File: config.mk
export PLATFORM = sky130hd
export DESIGN_NAME = rc_serial_frame_decoder
export DESIGN_NICKNAME = d
export VERILOG_FILES = /design/src/rtl/core/rcsfd_pkg.sv /design/src/rtl/core/rc_serial_frame_decoder.sv /design/src/rtl/core/rcsfd_datapath.sv /design/src/rtl/core/rcsfd_ctrl.sv
export SDC_FILE = /design/constraint.sdc
export NUM_CORES = 1
export LEC_CHECK = 0
export BUFFER_PORTS_ARGS = -buffer_cell sky130_fd_sc_hd__buf_2
export CELL_PAD_IN_SITES_DETAIL_PLACEMENT = 0
export CELL_PAD_IN_SITES_GLOBAL_PLACEMENT = 2
export CORE_MARGIN = 2
export CORE_UTILIZATION = 45
export CTS_BUF_LIST = sky130_fd_sc_hd__clkbuf_4 sky130_fd_sc_hd__clkbuf_8
export DETAILED_ROUTE_END_ITERATION = 8
export PLACE_DENSITY = 0.83
export SYNTH_ARGS = -nofsm -noshare
export SYNTH_HDL_FRONTEND = slang
export SYNTH_HIERARCHICAL = 1
export SYNTH_SLANG_ARGS = --single-unit
File: constraint.sdc
create_clock -name clk_i -period 2.2 [get_ports clk_i]
set_input_delay 0.22 -clock clk_i [delete_from_list [all_inputs] [get_ports clk_i]]
set_output_delay 0.22 -clock clk_i [all_outputs]
set_load 0.1 [all_outputs]
File: src/rtl/core/rcsfd_pkg.sv
// Shared types and constants for the servo frame decoder.
// No dependencies.
package rcsfd_pkg;

  localparam int unsigned FrameBytes  = 32;
  localparam int unsigned MaxChannels = 14;
  localparam int unsigned PosW        = $clog2(FrameBytes);
  localparam int unsigned ChanW       = 4;

  localparam logic [7:0]  HdrFirst  = 8'h20;
  localparam logic [7:0]  HdrSecond = 8'h40;
  localparam logic [15:0] SumBase   = 16'hFFFF;

  localparam logic [PosW-1:0] PosHdr0   = PosW'(0);
  localparam logic [PosW-1:0] PosHdr1   = PosW'(1);
  localparam logic [PosW-1:0] PosSumLo  = PosW'(FrameBytes - 2);
  localparam logic [PosW-1:0] PosSumHi  = PosW'(FrameBytes - 1);
  localparam logic [PosW-1:0] PosChan0  = PosW'(2);

  typedef enum logic [1:0] {
    STATE_IDLE = 2'b01,
    STATE_EMIT = 2'b10
  } state_e;

  // controller -> datapath
  typedef struct packed {
    logic take_byte;
    logic emit_load;
  } cmd_t;

  // datapath -> controller
  typedef struct packed {
    logic frame_match;
    logic out_busy;
    logic last_chan;
  } status_t;

endpackage

File: src/rtl/core/rc_serial_frame_decoder.sv
// Servo frame decoder top level: 32-byte frames, header 0x20 0x40, 16-bit checksum.
// One byte is taken per cycle; a good frame's last byte starts a burst of CHANNEL_COUNT
// transactions, one per cycle while out_ready_i is high, during which no byte is taken.
// First channel is loaded in the emit state entered after the final byte. Reset (rst_ni,
// async, low) restarts the header hunt and empties the output register; no clearing pass.
// Depends on rcsfd_pkg, rcsfd_ctrl, rcsfd_datapath.
module rc_serial_frame_decoder import rcsfd_pkg::*; #(
  parameter int unsigned CHANNEL_COUNT = 14
) (
  input  logic             clk_i,
  input  logic             rst_ni,
  input  logic             in_valid_i,
  output logic             in_ready_o,
  input  logic [7:0]       rx_byte_i,
  output logic             out_valid_o,
  input  logic             out_ready_i,
  output logic [ChanW-1:0] channel_index_o,
  output logic [15:0]      channel_value_o,
  output logic             last_channel_o
);

  cmd_t    cmd;
  status_t status;

  rcsfd_ctrl u_ctrl (
    .clk_i      (clk_i),
    .rst_ni     (rst_ni),
    .in_valid_i (in_valid_i),
    .in_ready_o (in_ready_o),
    .status_i   (status),
    .cmd_o      (cmd)
  );

  rcsfd_datapath #(
    .CHANNEL_COUNT (CHANNEL_COUNT)
  ) u_datapath (
    .clk_i           (clk_i),
    .rst_ni          (rst_ni),
    .cmd_i           (cmd),
    .status_o        (status),
    .rx_byte_i       (rx_byte_i),
    .out_ready_i     (out_ready_i),
    .out_valid_o     (out_valid_o),
    .channel_index_o (channel_index_o),
    .channel_value_o (channel_value_o),
    .last_channel_o  (last_channel_o)
  );

endmodule

File: src/rtl/core/rcsfd_datapath.sv
// Datapath: byte position, running checksum, channel word store, output register.
// Depends on rcsfd_pkg.
module rcsfd_datapath import rcsfd_pkg::*; #(
  parameter int unsigned CHANNEL_COUNT = 14
) (
  input  logic              clk_i,
  input  logic              rst_ni,
  input  cmd_t              cmd_i,
  output status_t           status_o,
  input  logic [7:0]        rx_byte_i,
  input  logic              out_ready_i,
  output logic              out_valid_o,
  output logic [ChanW-1:0]  channel_index_o,
  output logic [15:0]       channel_value_o,
  output logic              last_channel_o
);

  localparam logic [ChanW-1:0] LastIdx = ChanW'(CHANNEL_COUNT - 1);

  logic [PosW-1:0]  pos_q, pos_d;
  logic [15:0]      acc_q, acc_d;
  logic [7:0]       sum_lo_q;
  logic [ChanW-1:0] chan_q, chan_d;
  logic             out_valid_q, out_valid_d;
  logic [ChanW-1:0] idx_q;
  logic [15:0]      val_q;
  logic             last_q;
  logic [15:0]      words_q [MaxChannels];

  logic             hdr_bad;
  logic             in_chan_span;
  logic [ChanW-1:0] word_sel;

  assign hdr_bad = ((pos_q == PosHdr0) && (rx_byte_i != HdrFirst)) ||
                   ((pos_q == PosHdr1) && (rx_byte_i != HdrSecond));
  assign in_chan_span = (pos_q >= PosChan0) && (pos_q < PosSumLo);
  assign word_sel = pos_q[PosW-1:1] - ChanW'(1);

  assign status_o.frame_match = (pos_q == PosSumHi) && ({rx_byte_i, sum_lo_q} == acc_q);
  assign status_o.out_busy    = out_valid_q && !out_ready_i;
  assign status_o.last_chan   = (chan_q == LastIdx);

  always_comb begin
    pos_d = pos_q;
    acc_d = acc_q;
    if (cmd_i.take_byte) begin
      if (hdr_bad) begin
        pos_d = PosHdr0;
      end else begin
        pos_d = (pos_q == PosSumHi) ? PosHdr0 : pos_q + PosW'(1);
        if (pos_q == PosHdr0) begin
          acc_d = SumBase - {8'h00, rx_byte_i};
        end else if (pos_q < PosSumLo) begin
          acc_d = acc_q - {8'h00, rx_byte_i};
        end
      end
    end
  end

  always_comb begin
    chan_d      = chan_q;
    out_valid_d = out_valid_q;
    if (out_ready_i) begin
      out_valid_d = 1'b0;
    end
    if (cmd_i.emit_load) begin
      out_valid_d = 1'b1;
      chan_d      = status_o.last_chan ? '0 : chan_q + ChanW'(1);
    end
  end

  always_ff @(posedge clk_i or negedge rst_ni) begin
    if (!rst_ni) begin
      pos_q       <= '0;
      chan_q      <= '0;
      out_valid_q <= 1'b0;
    end else begin
      pos_q       <= pos_d;
      chan_q      <= chan_d;
      out_valid_q <= out_valid_d;
    end
  end

  always_ff @(posedge clk_i) begin
    acc_q <= acc_d;
    if (cmd_i.take_byte && (pos_q == PosSumLo)) begin
      sum_lo_q <= rx_byte_i;
    end
    // channel bytes pair up into little-endian words
    if (cmd_i.take_byte && in_chan_span) begin
      if (pos_q[0]) begin
        words_q[word_sel][15:8] <= rx_byte_i;
      end else begin
        words_q[word_sel][7:0] <= rx_byte_i;
      end
    end
    if (cmd_i.emit_load) begin
      idx_q  <= chan_q;
      val_q  <= words_q[chan_q];
      last_q <= status_o.last_chan;
    end
  end

  assign out_valid_o     = out_valid_q;
  assign channel_index_o = idx_q;
  assign channel_value_o = val_q;
  assign last_channel_o  = last_q;

endmodule

File: src/rtl/core/rcsfd_ctrl.sv
// Controller: byte intake versus channel burst sequencing.
// Depends on rcsfd_pkg.
module rcsfd_ctrl import rcsfd_pkg::*; (
  input  logic    clk_i,
  input  logic    rst_ni,
  input  logic    in_valid_i,
  output logic    in_ready_o,
  input  status_t status_i,
  output cmd_t    cmd_o
);

  state_e state_q, state_d;

  assign in_ready_o      = (state_q == STATE_IDLE);
  assign cmd_o.take_byte = in_valid_i && in_ready_o;
  assign cmd_o.emit_load = (state_q == STATE_EMIT) && !status_i.out_busy;

  always_comb begin
    state_d = state_q;
    case (state_q)
      STATE_IDLE: begin
        if (cmd_o.take_byte && status_i.frame_match) begin
          state_d = STATE_EMIT;
        end
      end
      STATE_EMIT: begin
        if (cmd_o.emit_load && status_i.last_chan) begin
          state_d = STATE_IDLE;
        end
      end
      default: state_d = STATE_IDLE;
    endcase
  end

  always_ff @(posedge clk_i or negedge rst_ni) begin
    if (!rst_ni) begin
      state_q <= STATE_IDLE;
    end else begin
      state_q <= state_d;
    end
  end

endmodule
==> results.cfg, run 1 <==
[grt]
grt_overflow = 0
grt_max_degree = 34
grt_pass1_vias = 6405
grt_pass1_wl_um = 37670
grt_antenna_before_repair = 1
grt_usage_pct = 18.97

[cells_and_area]
utilization_pct = 54.57
final_common_cell = edfxtp_1
drive_above_1_share_pct = 38.60
diodes = 0
nets = 756
n_fill_cell = 1930
finalInstanceArea_um2 = 13740
area_growth_pct = 19.08
fin_cells = 1089
layout_common_cells = edfxtp_1 (269), mux4_2 (64), clkbuf_8 (46)

[sta]
period_needed_ns = 2.132
maxSlewViolCount = 0
setup_ws_ns = 0.06832
slew-limit-headroom_pct = 63.54
hold_viol = 0
rsz0062_at_grt = false
fmax_mhz = 469.1
skew_ns = 0.01314
worst_slew_pin_slew_ns = 0.5456
whs_ns = 0.08094
setup-tns-final_ns = 0
finalSetupViolCount = 0
timing.final.crit_share_pct = 96.89

[power_and_ir_drop]
ir_drop_mv = 0.5881
switching_share_pct = 29.41
p_total_mw = 16.10
cellPowerDensity_nw_per_um2 = 1172
power_frac_comb_pct = 30.8
switching_power_mw = 4.735
clock_power_share_pct = 26.7
p_leak_nw = 4.627
seqPwrFrac_pct = 42.6
internal-power_mw = 11.36

[place]
place_inst = 1011
io_buffers = 34
place_ws_ns = -0.1721
place.gp.congestion = 0.8090
hpwl_um = 15960
dpl_cell_area_um2 = 12790

[yosys]
yosys.area_share.simple_pct = 5.454
synth_edf_count = 269
ys_seq_area_share_pct = 72.62
synth_mux_area_share_pct = 14.31
synth_cell_types = 54
synth_top_family_by_area = multiplexers
yosysTopAreaCellShare_pct = 70.01
ys.flop_type = edfxtp_1
async_flop_share_pct = 4.270
yosysTopAreaCell = edfxtp_1
synth_area_per_cell_um2 = 18.79
synth_compound_area_share_pct = 2.949
synth_warnings = 6
synth-seq-cells = 281
yosys.area_share.adder_pct = 1.583
syn_nets = 640
synth_area_um2 = 11540
synthCells = 614
synth_area_leaders = edfxtp_1 (70%), mux4_2 (12%), dfrtp_1 (2.4%), mux2_2 (1.6%), ha_1 (1.4%)
synth_xor_xnor_area_share_pct = 1.442

[drt]
totalWireLength_um = 24550
dr.pass1.iters = 5
vias = 6115
vias_per_cell = 5.615
wl_per_cell_um = 22.54
postRouteAntennaNets = 0
drc = 0
initialDrtViolationCount = 492

[floorplan]
fp.dieW_um = 164.1
dieArea_um2 = 26940
dieHeight_um = 164.1
rows = 58
coreArea_um2 = 25180
start_util_pct = 45.82
io_pins = 35

[clock_network]
cts_root_buffer = clkbuf_8
cts_buffers = 45
post_cts_buffers = 0
clk_latency_ns = 0.55
cts_tree = yes
htreeDepth = 2
ctsLongestPathBuffers = 3
path_clk_slew_ns = 0.06
cts.sinks = 281

[flow_run]
cap_violations = 0

[outcome]
run_status = complete, no violations

[setup_path]
worstSetupPathType = reg2reg
start_kind = flip-flop
critPathArrivalTime_ns = 2.43
crit_fanout = 2
critPathCaptureType = flip-flop
required_ns = 2.50

[worst_hold_path]
hold_class = in2reg
## final timing paths
path                                   endpoint           startpoint  cells after the start  slack [ns]
max                         u_datapath/acc_q[7]  u_datapath/acc_q[1]                      6        0.07
min                        u_datapath/chan_q[0]          out_ready_i                      4        0.08
max reg2reg                 u_datapath/acc_q[7]  u_datapath/acc_q[1]                      6        0.07
min reg2reg                   u_ctrl/state_q[1]    u_ctrl/state_q[0]                      2        0.58
max in group asynchronous     u_ctrl/state_q[0]               rst_ni                      2        1.71
min in group asynchronous   u_datapath/pos_q[4]               rst_ni                      2        0.20
## cell usage after synthesis, types with 2 or more instances
master / instances
a21o_1: 4
nor4_1: 4
or2_2: 3
and3_1: 8
a31oi_1: 4
mux4_2: 64
nor2b_1: 4
a211oi_1: 4
dfrtp_1: 11
buf_2: 4
edfxtp_1: 269
nand3_1: 6
or4_1: 2
and2_1: 2
xnor2_1: 14
clkbuf_1: 9
o21ai_0: 18
ha_1: 13
or3_1: 3
o22ai_1: 3
o21ai_1: 2
nor2_1: 36
and3_2: 2
buf_6: 5
a21oi_1: 13
mux2i_1: 3
xor2_1: 5
nor3b_1: 2
buf_1: 4
nand2b_1: 5
nand4_1: 6
nor3_1: 8
mux2_2: 16
inv_1: 16
nand2_1: 23
## area by class of cell
| cell class | count | area [um2] | area share (%) |
|---|---|---|---|
| Clock buffer | 58 | 723.2 | 5.263 |
| Multi-Input combinational cell | 294 | 3291 | 23.95 |
| Clock inverter | 18 | 136.4 | 0.9925 |
| Inverter | 17 | 63.81 | 0.4644 |
| Tap cell | 330 | 412.9 | 3.005 |
| Timing Repair Buffer | 91 | 728.2 | 5.300 |
| Sequential cell | 281 | 8386 | 61.03 |
## metal layers
metal  vias up  part of all wire [%]  track usage [%]  wire length [um]
met5         -                 0.045                0                11
met4         2                   1.6            4.705               393
met3        36                   6.5            4.066              1598
met2       195                    50            31.53             12330
met1      3173                    42            25.72             10210
li1       2709                     -                -                 -
## registers in the layout, summed over array words and instances (netlist names), 2 cells and up
name                        flops
u_datapath/words_q            224
u_datapath/sum_lo_q             8
u_datapath/channel_index_o      4
u_datapath/chan_q               4
u_datapath/acc_q               16
u_datapath/pos_q                5
u_ctrl/state_q                  2
u_datapath/channel_value_o     16
## cells by family (layout without fill, tap and decap cells)
logic type               Yosys count  in the layout
multiplexers                      83             83
XOR/XNOR                          19             19
adder cells (fa/ha/maj)           14             14
AO/OA/AOI/OAI                     56             56
buffers and inverters             39            184
flip-flops                       281            281
AND/OR/NAND/NOR                  122            122
## repair_timing
item,4_1_cts,5_1_grt
gates resized for setup,2,14
gates cloned,0,0
pin swaps,0,5
hold endpoints to repair,13,0
hold buffers,2,0
setup endpoints to repair,4,8
## worst max-delay path, stage by stage, from the launching register on
cell,delay (ns)
edfxtp_1,0.39
ha_1,0.28
nor2b_1,0.14
o2111a_1,0.25
or2_2,0.29
or4_1,0.39
and3_1,0.15
## power by group through the flow
stage | Clock [mW] | Sequential [mW] | Combinational (mW)
floorplan | 0 | 6.77 | 3.45
global placement | 0 | 6.92 | 4.75
detailed placement | 0 | 6.95 | 4.87
CTS | 4.39 | 6.84 | 4.91
global route | 4.64 | 6.90 | 5.36
finish | 4.29 | 6.85 | 4.95
No activity file was read; power rests on OpenSTA's default activity.
==> run 2: changes to the inputs <==
- CORE_UTILIZATION: 45 -> 43
- PLACE_DENSITY: 0.83 -> 0.8
==> results.cfg, run 2 (synthesis gave the netlist of run 1 again) <==
[flow_run]
cap_violations = 0

[grt]
grt_pass1_vias = 6474
grt_pass1_wl_um = 37770
grt_antenna_before_repair = 1
grt_usage_pct = 17.76
grt_overflow = 0
grt_max_degree = 46

[cells_and_area]
finalInstanceArea_um2 = 13800
n_fill_cell = 2056
layout_common_cells = edfxtp_1 (269), mux4_2 (64), buf_4 (52)
diodes = 0
nets = 762
top_register = u_datapath/words_q
final_common_cell = edfxtp_1
final-seq-area_um2 = 8386
largest_reg_flops = 224
drive_above_1_share_pct = 40.00
multiInputGateArea_um2 = 3286
area_growth_pct = 19.62

[outcome]
run_status = complete, no violations

[floorplan]
rows = 59
io_pins = 35
dieHeight_um = 167.8
dieArea_um2 = 28160
start_util_pct = 44.03
coreArea_um2 = 26210
fp.dieW_um = 167.8

[place]
io_buffers = 34
place.gp.congestion = 0.8191
hpwl_um = 15740
dpl_cell_area_um2 = 12810

[setup_path]
crit_fanout = 14
start_kind = flip-flop
required_ns = 2.47
slowest_stage = dfrtp_4
critPathCaptureType = flip-flop
max_stage_delay_ns = 0.59
crit_buf_inv = 1
worstPathCellList = buf_12 > mux4_2 > mux4_2
r2r_start = u_datapath/chan_q[0]
critPathLaunch = u_datapath/chan_q[0]
worstSetupPathType = reg2reg
critPathTopFamily = multiplexers
critPathArrivalTime_ns = 2.39
cpMostUsedCell = mux4_2

[drt]
vias = 6033
totalWireLength_um = 24040
dr.pass1.iters = 7
initialDrtViolationCount = 597
postRouteAntennaNets = 0
wl_per_cell_um = 21.76
drc = 0
vias_per_cell = 5.460

[clock_network]
cts_tree = yes
htreeDepth = 2
ctsLongestPathBuffers = 3
cts.sinks = 281
path_clk_slew_ns = 0.06
cts_root_buffer = clkbuf_8
clk_latency_ns = 0.56
cts_buffers = 45

[sta]
skew_ns = 0.03918
period_needed_ns = 2.116
finalSetupViolCount = 0
fmax_mhz = 472.5
maxSlewViolCount = 0
slew-limit-headroom_pct = 61.01
hold_viol = 0
timing.final.crit_share_pct = 96.20
worst_slew_pin_slew_ns = 0.5834

[power_and_ir_drop]
p_leak_nw = 4.671
ir_drop_mv = 0.7044
cellPowerDensity_nw_per_um2 = 1167
p_total_mw = 16.11

[worst_hold_path]
hp-start = in_valid_i
hold_class = in2reg
## run 2: changes by cell type in the layout (fill, tap and decap cells not counted)
cell / previous run / this run
a211oi_2: 1 / 2
inv_6: 1 / 2
clkinvlp_4: 0 / 1
a211oi_4: 1 / 0
clkinv_1: 12 / 8
buf_4: 45 / 52
clkbuf_4: 12 / 19
buf_12: 10 / 9
or2_4: 1 / 2
bufinv_16: 2 / 1
inv_2: 0 / 1
or2_2: 2 / 1
## run 2: layout make-up
cell class | instances | share of cell area, %
clock buffer | 65 | 5.621
clock inverter | 16 | 0.8068
inverter | 17 | 0.4623
multi-input combinational | 294 | 23.81
sequential | 281 | 60.76
tap | 335 | 3.037
timing repair buffer | 97 | 5.512
## run 2: path summary, 6_finish.rpt
path | slack (ns) | depth (start not counted) | end
setup reg to reg | 0.08 | 3 | u_datapath/channel_value_o[12]
setup / recovery | 0.08 | 3 | u_datapath/channel_value_o[12]
hold / removal | 0.03 | 3 | u_ctrl/state_q[1]
hold reg to reg | 0.56 | 1 | u_datapath/chan_q[3]
min in group asynchronous | 0.12 | 2 | u_datapath/chan_q[0]
max in group asynchronous | 1.73 | 2 | u_ctrl/state_q[0]
## run 2: per-stage QoR
stage | worst slack (ns) | util, % | hold WS (ns) | instances | setup TNS, ns
2_1_floorplan | -0.2317 | - | -0.07559 | 614 | -28.61
5_1_grt | -0.006099 | 52.67 | 0.05970 | 1105 | -0.006099
4_1_cts | 0.0004059 | 52.45 | 0.003643 | 1102 | 0
3_3_place_gp | -0.09082 | 48.87 | 0.1562 | 1019 | -0.2888
6_report | 0.08352 | 52.67 | 0.03076 | 1105 | 0
3_5_place_dp | -0.1527 | 48.87 | 0.1633 | 1019 | -0.6322
## run 2: power breakdown
group / switching, mW / internal, mW
Combinational: 2.44 / 2.51
Sequential: 0.311 / 6.49
Clock: 1.97 / 2.40
Total: 4.72 / 11.4
## run 2: repair_timing
item | in CTS | in global routing
endpoints found under the setup margin | 7 | 28
pin swaps | 0 | 6
resized for setup | 6 | 11
hold endpoints to repair | 13 | 0
hold buffers | 2 | 0
setup buffers | 0 | 3
## run 2: routing by layer
layer | wire [um] | GRT usage (%) | vias up
met3 | 1613 | 3.385 | 33
met2 | 11580 | 28.82 | 191
li1 | - | - | 2725
met5 | 8 | 0 | -
met4 | 432 | 5.180 | 2
met1 | 10410 | 24.78 | 3082
## run 2: tightest hold or removal path, delay by kind of cell
kind,cells,cell delay [ns]
buf+inv,1,0.11
simple gates,1,0.10
compound gates,1,0.08
